File: config.mk
export PLATFORM = sky130hd
export DESIGN_NAME = ddo_mul
export DESIGN_NICKNAME = d
export VERILOG_FILES = /design/src/design/ddo_pkg.sv /design/src/design/ddo_mul.sv
export SDC_FILE = /design/constraint.sdc
export NUM_CORES = 2
export LEC_CHECK = 0
export BUFFER_PORTS_ARGS = -buffer_cell sky130_fd_sc_hd__buf_4
export CAP_MARGIN = 40
export CELL_PAD_IN_SITES_DETAIL_PLACEMENT = 1
export CELL_PAD_IN_SITES_GLOBAL_PLACEMENT = 2
export CORE_ASPECT_RATIO = 1.2
export CORE_MARGIN = 1
export CORE_UTILIZATION = 40
export CTS_CLUSTER_SIZE = 8
export DETAILED_ROUTE_END_ITERATION = 16
export GPL_TIMING_DRIVEN = 0
export HOLD_SLACK_MARGIN = 0.06
export PLACE_DENSITY_LB_ADDON = 0.05
export SKIP_LAST_GASP = 1
export SLEW_MARGIN = 20
export SYNTH_ARGS = -nofsm -noshare
export SYNTH_HDL_FRONTEND = slang
export SYNTH_SLANG_ARGS = --single-unit
export TNS_END_PERCENT = 100
File: constraint.sdc
create_clock -name clock -period 14.3 [get_ports clock]
set_input_delay 2.86 -clock clock [delete_from_list [all_inputs] [get_ports clock]]
set_output_delay 2.86 -clock clock [all_outputs]
set_load 0.02 [all_outputs]
File: src/design/ddo_pkg.sv
// ---------------------------------------------------------------------------
// Differential drive odometry package
// Shared widths, register reset values, fixed-point constants, the CORDIC
// arctangent table and a 32-bit saturation helper.
// ---------------------------------------------------------------------------
`timescale 1ns / 1ps
`default_nettype none

package ddo_pkg;

   // Field widths.
   localparam int CountW   = 32;
   localparam int UsW      = 24;
   localparam int DpcW     = 32;
   localparam int IwbW     = 24;
   localparam int CsrIndexW = 4;
   localparam int CsrDataW = 32;

   // Shared multiplier operand and product widths.
   localparam int MulW  = 33;
   localparam int ProdW = 2 * MulW;

   // CORDIC vector and angle width, with guard bits for growth.
   localparam int CrdW = 34;

   // Register reset values.
   localparam logic [DpcW-1:0] DistPerCountReset = 32'd609000;
   localparam logic [IwbW-1:0] InvWheelBaseReset = 24'd327680;

   // Register indexes.
   localparam logic [CsrIndexW-1:0] CsrDistPerCount = 4'd0;
   localparam logic [CsrIndexW-1:0] CsrInvWheelBase = 4'd1;

   // Fixed-point constants.
   localparam logic [63:0] RadToBam = 64'h28BE_60DB_9391_054A;
   localparam logic [31:0] InvGain  = 32'h9B74_EDA8;
   localparam logic [19:0] UsPerS   = 20'd1000000;

   // Quotient bits produced by the divider after the overflow check.
   localparam int QuotBits = 31;

   // CORDIC iteration count and arctangent table in binary angle units.
   localparam int CordicIterations = 24;
   localparam int AtanDepth = 32;
   localparam int AtanIdxW  = $clog2(AtanDepth);

   localparam logic [31:0] AtanBam [AtanDepth] = '{
      32'h20000000, 32'h12E4051E, 32'h09FB385B, 32'h051111D4,
      32'h028B0D43, 32'h0145D7E1, 32'h00A2F61E, 32'h00517C55,
      32'h0028BE53, 32'h00145F2F, 32'h000A2F98, 32'h000517CC,
      32'h00028BE6, 32'h000145F3, 32'h0000A2FA, 32'h0000517D,
      32'h000028BE, 32'h0000145F, 32'h00000A30, 32'h00000518,
      32'h0000028C, 32'h00000146, 32'h000000A3, 32'h00000051,
      32'h00000029, 32'h00000014, 32'h0000000A, 32'h00000005,
      32'h00000003, 32'h00000001, 32'h00000001, 32'h00000000
   };

   // Clamp a signed 64-bit value to the signed 32-bit range.
   function automatic logic signed [31:0] saturate32(input logic signed [63:0] v);
      logic signed [31:0] r;
      if (v[63:31] == {33{v[63]}}) begin
         r = v[31:0];
      end else if (v[63]) begin
         r = 32'sh8000_0000;
      end else begin
         r = 32'sh7FFF_FFFF;
      end
      return r;
   endfunction

endpackage

`default_nettype wire

File: src/design/ddo_mul.sv
// ---------------------------------------------------------------------------
// Shared multiplier
// Signed 33 x 33 multiply with a registered product; one product per cycle.
// ---------------------------------------------------------------------------
`timescale 1ns / 1ps
`default_nettype none

module ddo_mul (
   input  wire logic                                clock,
   input  wire logic signed [ddo_pkg::MulW-1:0]     mul_a,
   input  wire logic signed [ddo_pkg::MulW-1:0]     mul_b,
   output logic signed      [ddo_pkg::ProdW-1:0]    mul_p
);

   logic signed [ddo_pkg::ProdW-1:0] prod_ff;

   // The product is registered and appears in the cycle after the operands.
   always_ff @(posedge clock) begin
      prod_ff <= ddo_pkg::ProdW'(mul_a) * ddo_pkg::ProdW'(mul_b);
   end

   assign mul_p = prod_ff;

endmodule

`default_nettype wire

==> metrics.txt <==
clk sinks=66; GR met1 Demand/Resource=37.7%; worst setup path class=in2reg; GR Layer Usage met3=3.19%; post-layout min period=11160 ps; DR WL/cell=28.0 um; most common cell after layout, fill and taps aside=fa_1; Syn Nets=5767; Worst-path clk slew=120 ps; syn avg cell area=9.39 sq um; busiest grt layer=met2; Worst Path Required=14600 ps; most frequent cells in the layout=1143 x fa_1, 1131 x inv_1, 562 x and2_1; ranking of synthesized cells by area=fa_1 56%, inv_1 10%, and2_1 8.6%; post-synth top area cell=fa_1; Mapped Cells=4338; CTS resizes=0; Rows=127; asr flop ratio synth=0%; Final ANT Viol Nets=0; Top FF cell, synth=dfxtp_1; core area=0.100 sq mm; die width=293 um; io pins=133; Max-cap violations=0; CTS tree=built; DRT iter0 DRCs=1475; Post-synth EDFFs=0; maximum clock insertion buffer count=2; final WL=166000 um; max reg flops=66; CP arrival=11460 ps; H-tree Lvls=3; Setup crit end kind=flip-flop; max-slew violation count=0; GPL Wtd Cong=1.00; fin nets=5994; TritonRoute pass-1 iters=5; Synth top area share=56.3%; measured slew at the worst slew-check pin=951 ps; met2 Use GR=61.1%; crit path max fanout=10; initial antenna violation count=15; RSZ-0062 raised after global routing=false; sequential fraction of the synthesis area=3.24%; hold crit path type=in2reg; Remaining DRCs=0; layout cells sized above 1=6.28%; global-route wire length before repair=241000 um; Critical Path Source Type=input port; via count=30300; Die Y=352 um; Post-CTS Setup Bufs=0; synthesized area=0.0407 sq mm; largest net degree at the start of global routing=27; setup TNS=0 ps; hold bufs inserted after CTS=0; CTS root buf=clkbuf_16; Global Route Usage Sum=33.7%; highest clock rate=89.6 MHz; Final Hold Fails=0; Setup violations, final=0; Initial Utilization=40.6%; Area growth syn-to-layout=9.80%; HPWL Detailed=149000 um; part of the cycle the worst path needs=78.0%; Syn. warnings=0; GRT overflow=0; Vias per Instance=5.12; vias in the first global route=34200; max_slew headroom=36.6%; PortBufs=132; flops & latches, synth=66; Unique masters post-synth=80; clock buffer count from CTS=9; Die ar.=0.103 sq mm; status=completed
[through the flow]
| step | utilization [%] | hold slack (ps) | instance area [sq um] | std cells | setup slack (ps) |
|---|---|---|---|---|---|
| 5_1_grt | 44.5 | 2650 | 44700 | 5924 | 2840 |
| 3_3_place_gp | 43.2 | 3140 | 43400 | 5824 | 1700 |
| 3_5_place_dp | 44.1 | 3150 | 44200 | 5895 | 2660 |
| 6_report | 44.5 | 2670 | 44700 | 5928 | 3140 |
| 4_1_cts | 44.4 | 2630 | 44600 | 5911 | 3110 |
| 2_1_floorplan | - | 2990 | 40700 | 4338 | 4200 |
[path summary, 6_finish.rpt]
check,startpoint,end,cells after the start
worst max-delay path,mul_b[9],mul_p[62],23
worst min-delay path,mul_a[0],mul_p[0],2
[area by class of cell]
class                   count  area (sq um)
fillers                 11700         55700
multi-input cells        2920         34300
inverters                1131          4250
repair buffers            216          1950
well taps                1354          1690
flip-flops and latches     66          1320
plain buffers             221           856
clock buffers               9           225
clock inverters             7           105
diodes                      4          10.0
[worst max-delay path, cell delays in order]
cell      delay, ps
buf_4           130
clkbuf_1        720
nand2_1         300
fa_1            700
fa_1            910
fa_1            590
inv_1           440
fa_1            530
fa_1            580
fa_1            470
fa_1            500
inv_1            50
fa_1            480
inv_1            50
ha_1            260
clkbuf_1        270
a21o_1          260
a21o_1          170
a21oi_1         220
nor2b_1         120
o21ai_0         210
nor4b_1         470
a211oi_2        140
[cell families (layout without fill, tap and decap cells)]
kind of cell / after synthesis / count (layout) / share of synthesized area (%)
AO/OA/AOI/OAI: 219 / 219 / 4.07
other: 0 / 4 / 0
flip-flops: 66 / 66 / 3.24
XOR/XNOR: 68 / 68 / 1.46
adder cells (fa/ha/maj): 1362 / 1362 / 62.9
buffers and inverters: 1352 / 1584 / 12.5
AND/OR/NAND/NOR: 1271 / 1271 / 15.8
[layer usage]
layer	vias up	part of all wire (%)
met2	805	53
met4	6	7.8
met5	-	0.023
met3	312	3.9
met1	16400	36
li1	12800	-
[Yosys cell counts (all sizes together), types with 5 or more instances]
master	n
o31ai	7
nor2b	5
a21oi	61
clkbuf	208
xnor2	43
nand2	551
and4	5
a31oi	9
nand3	26
o211ai	5
o21ai	33
buf	13
a21o	38
a211o	6
xor2	25
fa	1145
inv	1131
and2	563
o21a	6
nor3	7
o21bai	11
and3	6
nor2	68
dfxtp	66
a211oi	11
nand2b	12
ha	217
nand4	12
Power is not shown: default switching activity piles up to over one toggle a cycle in this logic, so the estimate is an artifact.
