`config.mk`:
```
export PLATFORM = sky130hd
export DESIGN_NAME = ddo_cordic
export DESIGN_NICKNAME = d
export VERILOG_FILES = /design/src/design/ddo_pkg.sv /design/src/design/ddo_cordic.sv
export SDC_FILE = /design/constraint.sdc
export NUM_CORES = 1
export LEC_CHECK = 0
export ABC_AREA = 1
export BUFFER_PORTS_ARGS = -buffer_cell sky130_fd_sc_hd__buf_2
export CAP_MARGIN = 5
export CORE_AREA = 2 2 173 175
export CTS_CLUSTER_SIZE = 28
export DETAILED_ROUTE_END_ITERATION = 8
export DIE_AREA = 0 0 175 177
export PLACE_DENSITY_LB_ADDON = 0.1
export SLEW_MARGIN = 30
export SYNTH_ARGS = -nofsm -noshare
export SYNTH_HDL_FRONTEND = slang
export SYNTH_SLANG_ARGS = --single-unit
export TNS_END_PERCENT = 10
```
`constraint.sdc`:
```
create_clock -name clock -period 7.3 [get_ports clock]
set_input_delay 0.365 -clock clock [delete_from_list [all_inputs] [get_ports clock]]
set_output_delay 0.365 -clock clock [all_outputs]
set_load 0.03 [all_outputs]
```
`src/design/ddo_pkg.sv`:
```
// ---------------------------------------------------------------------------
// Differential drive odometry package
// Shared widths, register reset values, fixed-point constants, the CORDIC
// arctangent table and a 32-bit saturation helper.
// ---------------------------------------------------------------------------
`timescale 1ns / 1ps
`default_nettype none

package ddo_pkg;

   // Field widths.
   localparam int CountW   = 32;
   localparam int UsW      = 24;
   localparam int DpcW     = 32;
   localparam int IwbW     = 24;
   localparam int CsrIndexW = 4;
   localparam int CsrDataW = 32;

   // Shared multiplier operand and product widths.
   localparam int MulW  = 33;
   localparam int ProdW = 2 * MulW;

   // CORDIC vector and angle width, with guard bits for growth.
   localparam int CrdW = 34;

   // Register reset values.
   localparam logic [DpcW-1:0] DistPerCountReset = 32'd609000;
   localparam logic [IwbW-1:0] InvWheelBaseReset = 24'd327680;

   // Register indexes.
   localparam logic [CsrIndexW-1:0] CsrDistPerCount = 4'd0;
   localparam logic [CsrIndexW-1:0] CsrInvWheelBase = 4'd1;

   // Fixed-point constants.
   localparam logic [63:0] RadToBam = 64'h28BE_60DB_9391_054A;
   localparam logic [31:0] InvGain  = 32'h9B74_EDA8;
   localparam logic [19:0] UsPerS   = 20'd1000000;

   // Quotient bits produced by the divider after the overflow check.
   localparam int QuotBits = 31;

   // CORDIC iteration count and arctangent table in binary angle units.
   localparam int CordicIterations = 24;
   localparam int AtanDepth = 32;
   localparam int AtanIdxW  = $clog2(AtanDepth);

   localparam logic [31:0] AtanBam [AtanDepth] = '{
      32'h20000000, 32'h12E4051E, 32'h09FB385B, 32'h051111D4,
      32'h028B0D43, 32'h0145D7E1, 32'h00A2F61E, 32'h00517C55,
      32'h0028BE53, 32'h00145F2F, 32'h000A2F98, 32'h000517CC,
      32'h00028BE6, 32'h000145F3, 32'h0000A2FA, 32'h0000517D,
      32'h000028BE, 32'h0000145F, 32'h00000A30, 32'h00000518,
      32'h0000028C, 32'h00000146, 32'h000000A3, 32'h00000051,
      32'h00000029, 32'h00000014, 32'h0000000A, 32'h00000005,
      32'h00000003, 32'h00000001, 32'h00000001, 32'h00000000
   };

   // Clamp a signed 64-bit value to the signed 32-bit range.
   function automatic logic signed [31:0] saturate32(input logic signed [63:0] v);
      logic signed [31:0] r;
      if (v[63:31] == {33{v[63]}}) begin
         r = v[31:0];
      end else if (v[63]) begin
         r = 32'sh8000_0000;
      end else begin
         r = 32'sh7FFF_FFFF;
      end
      return r;
   endfunction

endpackage

`default_nettype wire

```
`src/design/ddo_cordic.sv`:
```
// ---------------------------------------------------------------------------
// CORDIC rotator
// Rotation mode with binary-angle arctangents; one iteration per cycle
// through shifters and add/subtract units reused by every iteration.
// ---------------------------------------------------------------------------
`timescale 1ns / 1ps
`default_nettype none

module ddo_cordic #(
   parameter int ITERATIONS = ddo_pkg::CordicIterations
) (
   input  wire logic                                clock,
   input  wire logic                                reset,
   input  wire logic                                crd_start,
   input  wire logic signed [ddo_pkg::CrdW-1:0]     crd_x0,
   input  wire logic signed [ddo_pkg::CrdW-1:0]     crd_z0,
   output logic                                     crd_done,
   output logic signed      [ddo_pkg::CrdW-1:0]     crd_x,
   output logic signed      [ddo_pkg::CrdW-1:0]     crd_y
);

   logic                                busy_ff;
   logic                                done_ff;
   logic [ddo_pkg::AtanIdxW-1:0]        cnt_ff;
   logic signed [ddo_pkg::CrdW-1:0]     x_ff;
   logic signed [ddo_pkg::CrdW-1:0]     y_ff;
   logic signed [ddo_pkg::CrdW-1:0]     z_ff;

   logic signed [ddo_pkg::CrdW-1:0]     xs;
   logic signed [ddo_pkg::CrdW-1:0]     ys;
   logic signed [ddo_pkg::CrdW-1:0]     atan;
   logic signed [ddo_pkg::CrdW-1:0]     x_in;
   logic signed [ddo_pkg::CrdW-1:0]     y_in;
   logic signed [ddo_pkg::CrdW-1:0]     z_in;

   // One micro-rotation; a zero residual turns counterclockwise.
   always_comb begin
      xs   = x_ff >>> cnt_ff;
      ys   = y_ff >>> cnt_ff;
      atan = signed'({2'b00, ddo_pkg::AtanBam[cnt_ff]});
      if (!z_ff[ddo_pkg::CrdW-1]) begin
         x_in = x_ff - ys;
         y_in = y_ff + xs;
         z_in = z_ff - atan;
      end else begin
         x_in = x_ff + ys;
         y_in = y_ff - xs;
         z_in = z_ff + atan;
      end
   end

   always_ff @(posedge clock) begin
      if (reset) begin
         busy_ff <= 1'b0;
         done_ff <= 1'b0;
      end else begin
         done_ff <= 1'b0;
         if (crd_start) begin
            busy_ff <= 1'b1;
            cnt_ff  <= '0;
            x_ff    <= crd_x0;
            y_ff    <= '0;
            z_ff    <= crd_z0;
         end else if (busy_ff) begin
            x_ff   <= x_in;
            y_ff   <= y_in;
            z_ff   <= z_in;
            cnt_ff <= cnt_ff + ddo_pkg::AtanIdxW'(1);
            if (cnt_ff == ddo_pkg::AtanIdxW'(ITERATIONS - 1)) begin
               busy_ff <= 1'b0;
               done_ff <= 1'b1;
            end
         end
      end
   end

   assign crd_done = done_ff;
   assign crd_x    = x_ff;
   assign crd_y    = y_ff;

endmodule

`default_nettype wire

```
==> metrics.txt, run 1 <==
FFs w/ async S/R, synth=0%; CP delay by family, top=simple AND/OR/NAND/NOR gates; global-route wire length before repair=92,500 um; largest net degree at the start of global routing=just under 90; register area=3250 sq um; Bufs on Longest Clock Path=2; Min Hold Slack=0.168 ns; Max-cap violations=0; HP Class=primary input to register; Core Area=a little under 30,000 sq um; via/cell ratio=around 6.0; Post-CTS Setup Bufs=0; Routed wire per std cell=approximately 18 um; Initial Util=57.8%; RSZ-0062 raised after global routing=false; Die Wd=roughly 180 um; wire length on met3=roughly 5700 um; dpl hpwl=around 46,000 um; status=complete, no violations; Min-Delay Path Depth=2; Worst Reg2Reg Path Length in Cells=30; clk slew on worst S/H paths=0.09 ns; total chip power=0.00441 W; CP endpoint kind=register; Crit path top cell by count=nand2_1; Leak=9.02 nW; CP Class=register to register; biggest cell delay along the critical path=0.80 ns; synthesis warning total=0; crit start category=register; TritonCTS buffer count=9; crit path DAT=just over 6 ns; Final TNS setup=0 ns; Buf+Inv Stages, Crit Path=7; Critical Path Fanout Max=51; area used by multi-input combinational logic=around 12,000 sq um; CTS tree=done; Port Buf Inserts=~140; crit path time final=5.92 ns; synth top area cells=nand2_1, edfxtp_1, nand3_1; Die Y=between 150 and 200 um; Post-Place Worst Slack=about 1.6 ns; R2R setup slack=1.38 ns; number of global-route vias before repair=roughly 18,000; CP max-delay cell=edfxtp_1; Main synth FF type=edfxtp_1; GRT Total Usage=a little under two fifths; most frequent cell after synthesis=nand2_1; sequential share of the synthesized area=19.3%; final hold vios=0; final-report max-slew violation count=0; diode count=0; total gr overflow=0; metal1 wirelength=about 25,000 um; required time of the critical path=7.47 ns; initial DRC count=2,024; cell taking the most area after synthesis=nand2_1; number of synthesized flops with an enable pin=roughly 110; Netlist cell types=60; actual slew at the worst max-slew pin=1.02 ns; met2 wire len=about 27,000 um; drt drc=0; FILL cells=just under 3,000; IO Pins=between 100 and 150; H-Tree Level Count=3; clk_skew=0.0177 ns; FF+latch count, synth=109; drt pass-1 iters=6; top cells by count, synth=nand2_1, nand3_1, inv_1; Post-Layout Cell Count=3,268; Avg Cell Area, Syn=6.01 sq um; routability cong.=approximately 1.1; initial antenna violation count=0; Max-Slew Margin vs Limit=between 30% and 40%; detailed-route via count=just under 20,000; Fmax=between 150 and 200 MHz; cts repair resizes=0; Post-Synthesis Net Count=2,998; area share of the largest cell type after synthesis=20.7%; Clock Tree Root=clkbuf_16; row count=63; VDD IR max=164 uV; Skew-Pair Late Insertion Delay=~0.4 ns; post-route ant nets=0; PD cells=between 200 and 250 nW/um^2; Stages on worst setup path=30; # nets final=3,060; Area growth syn-to-layout=5.84%; CTS Sinks=roughly 110; Final period util=81.2%; final setup vio count=0; die area=a little over 30,000 sq um; fraction of layout cells with a size suffix above 1=under 10%; Post-Syn Area=about 17,000 sq um; Post-Syn Instances=around 2,800; Final WS setup=approximately 1.4 ns; hold buffers post-CTS=0; highest routed metal layer=met4; detailed-route wire length=roughly 60,000 um; Cells after DPL=between 3,000 and 4,000
## final timing paths
kind | start | endpoint
max | cnt_ff[2] | crd_y[24]
min | reset | crd_done
max reg2reg | cnt_ff[2] | crd_y[24]
min reg2reg | busy_ff | crd_done
## final cells by class
cell class,instances,area share [%]
well taps,390,2.73
clock buffers,10,1.28
multi-input cells,2333,67.3
clock inverters,6,0.336
repair buffers,155,4.60
flip-flops and latches,109,18.2
inverters,265,5.61
## kinds of logic (layout without fill, tap and decap cells)
logic type / count (synthesis) / after routing / share of synthesized area, %
AO/OA/AOI/OAI: 426 / 426 / 14.7
XOR/XNOR: 85 / 85 / 4.41
AND/OR/NAND/NOR: 1706 / 1706 / 43.3
adder cells (fa/ha/maj): 116 / 116 / 8.73
buffers and inverters: 369 / 436 / 9.62
flip-flops: 109 / 109 / 19.3
## flip-flops by register name (all words and copies together), names as in the netlist
name / flops
busy_ff: 1
z_ff: 34
crd_done: 1
crd_y: 34
crd_x: 34
cnt_ff: 5
## power by group
group	internal (W)	switching [W]	leakage (nW)	total, W
Combinational	0.000955	0.00195	7.83	0.00291
Sequential	0.000831	0.000142	1.05	0.000973
Clock	0.000240	0.000291	0.134	0.000531
## metal layers
layer | vias to the layer above | track usage [%]
met5 | - | 0
li1 | 9512 | -
met3 | 168 | 7.07
met2 | 1065 | 60.8
met1 | 8888 | 49.2
met4 | 0 | 15.7
## placed cells by master (no fill, tap or decap), types with 18 or more instances in the layout
master,instances
nor2_1,221
a21oi_1,173
xnor2_1,33
inv_2,19
edfxtp_1,107
nand3_1,399
nand2_1,933
o21ai_0,122
buf_2,138
inv_1,244
ha_1,113
nand2_2,18
xor2_1,52
or2_2,39
nor3_1,28
nand4_1,23
a31oi_1,21
## through the flow
step | cell area [sq um] | utilization, %
floorplan | 16900 | -
global placement | 17600 | 60.1
detailed placement | 17600 | 60.1
CTS | 17900 | 61.1
global route | 17900 | 61.1
finish | 17900 | 61.1
(Power assumes the default switching activity.)
==> run 2: changes to the inputs <==
CORE_AREA = 2 2 176 178   (was 2 2 173 175)
DIE_AREA = 0 0 178 180   (was 0 0 175 177)
clock period = 5.4 ns   (was 7.3 ns; I/O delays follow)
==> metrics.txt, run 2 (synthesized netlist as in run 1, its figures left out) <==
status=finished, violations left; failing checks=design-rule violations; Cells after DPL=3,278 (+0.80%); Bufs on Longest Clock Path=2 (unchanged); Core Area=30,200 sq um (+3.2%); Initial Util=56.0% (-1.8 points); fraction of layout cells with a size suffix above 1=11.2% (+1.3 points); detailed-route wire length=62,000 um (+4.7%); Die Wd=178 um (+1.7%); H-Tree Level Count=3 (unchanged); Final WS setup=0.276 ns (-1.10 ns); total chip power=0.00607 W (+38%); detailed-route via count=19,800 (+0.62%); via/cell ratio=5.99 (-0.36%); crit path DAT=5.28 ns (-0.81 ns); crit start category=register; Max-cap violations=0 (unchanged); clk_skew=0.0148 ns (-0.00284 ns); Min Hold Slack=0.0836 ns (-0.0845 ns); crit path time final=5.12 ns (-0.801 ns); Area growth syn-to-layout=7.87%; final hold vios=0 (unchanged); initial DRC count=2,095 (+3.5%); CTS Sinks=109 (unchanged); HP Class=primary input to register; drt drc=2 (+2); # nets final=3,086 (+0.85%); CTS tree=done; actual slew at the worst max-slew pin=0.752 ns (-0.266 ns); routability cong.=1.04 (-2.5%); biggest cell delay along the critical path=0.52 ns (-0.28 ns); CP endpoint kind=register; commonest non-fill, non-tap cell in the layout=nand2_1; largest net degree at the start of global routing=81 (-8.0%); Die Y=180 um (+1.7%); die area=32,000 sq um (+3.4%); PD cells=333 nW/um^2 (+35%); Final TNS setup=0 ns (unchanged); global-route wire length before repair=95,700 um (+3.4%); hold buffers post-CTS=0 (unchanged); TritonCTS buffer count=9 (unchanged); total gr overflow=0 (unchanged); initial antenna violation count=0 (unchanged); GRT Total Usage=37.8% (+0.24 points); Final period util=94.9% (+14 points); commonest cells after routing, fill and taps aside=nand2_1, nand3_1, inv_1; Max-Slew Margin vs Limit=49.9% (+18 points); Post-Place Worst Slack=0.220 ns (-1.35 ns); CP Class=register to register; diode count=0 (unchanged); Leak=9.18 nW (+1.9%); Clock Tree Root=clkbuf_16; final setup vio count=0 (unchanged); Skew-Pair Late Insertion Delay=0.40 ns (about the same); Port Buf Inserts=139 (unchanged); Crit path top cell by count=nand2_1; Fmax=195 MHz (+16%); Critical Path Fanout Max=65 (+27%); number of global-route vias before repair=18,200 (+1.7%); VDD IR max=293 uV (+79%); Post-Layout Cell Count=3,300 (+0.98%); drt pass-1 iters=9 (+3); final-report max-slew violation count=0 (unchanged); post-route ant nets=0 (unchanged); Routed wire per std cell=18.8 um (+3.7%); IO Pins=140 (unchanged); dpl hpwl=48,900 um (+5.8%); required time of the critical path=5.56 ns (-1.91 ns); RSZ-0062 raised after global routing=true; row count=64 (+1.6%); clk slew on worst S/H paths=0.09 ns (about the same); CP max-delay cell=edfxtp_1
run 2: path summary, 6_finish.rpt:
path | start | to | slack, ns | cells past startpoint
worst max register to register | cnt_ff[1] | crd_y[30] | 0.28 | 31
worst min-delay path | reset | crd_done | 0.08 | 2
worst min register to register | busy_ff | crd_done | 0.53 | 2
worst max-delay path | cnt_ff[1] | crd_y[30] | 0.28 | 31
run 2: area by class of cell:
cell class	instances	area, sq um
multi-input cells	2333	12100
inverters	265	1000
clock buffers	10	229
clock inverters	6	71.3
well taps	396	495
repair buffers	181	1080
fillers	3024	12000
flip-flops and latches	109	3250
run 2: per-layer routing:
layer  global-route usage, %  wire length (um)
met1                    50.5             26200
met2                    60.2             27700
met3                    6.94              5850
met4                    14.7              2290
met5                       0                 0
run 2: stage by stage:
stage / instance area [sq um] / utilization (%)
floorplan: 16900 / -
detailed placement: 17800 / 58.9
finish: 18200 / 60.4
global placement: 17800 / 58.9
global route: 18200 / 60.4
CTS: 18100 / 59.9
run 2: critical path: cells and delay by family (launching register included):
kind                     cells  cell delay, ns
buffers and inverters        7            0.73
AO/OA/AOI/OAI                5            0.93
AND/OR/NAND/NOR             18            2.22
adder cells (fa/ha/maj)      1            0.43
flip-flops                   1            0.52
run 2: what timing repair did:
action	4_1_cts	5_1_grt
gates resized for setup	0	22
hold endpoints to repair	0	0
endpoints found under the setup margin	0	30
setup buffers	0	5
run 2: power breakdown:
part	internal [W]	switching (W)	total [W]
registers	0.00112	0.000186	0.00131
logic	0.00133	0.00269	0.00402
clock network	0.000366	0.000382	0.000748
total	0.00281	0.00326	0.00607
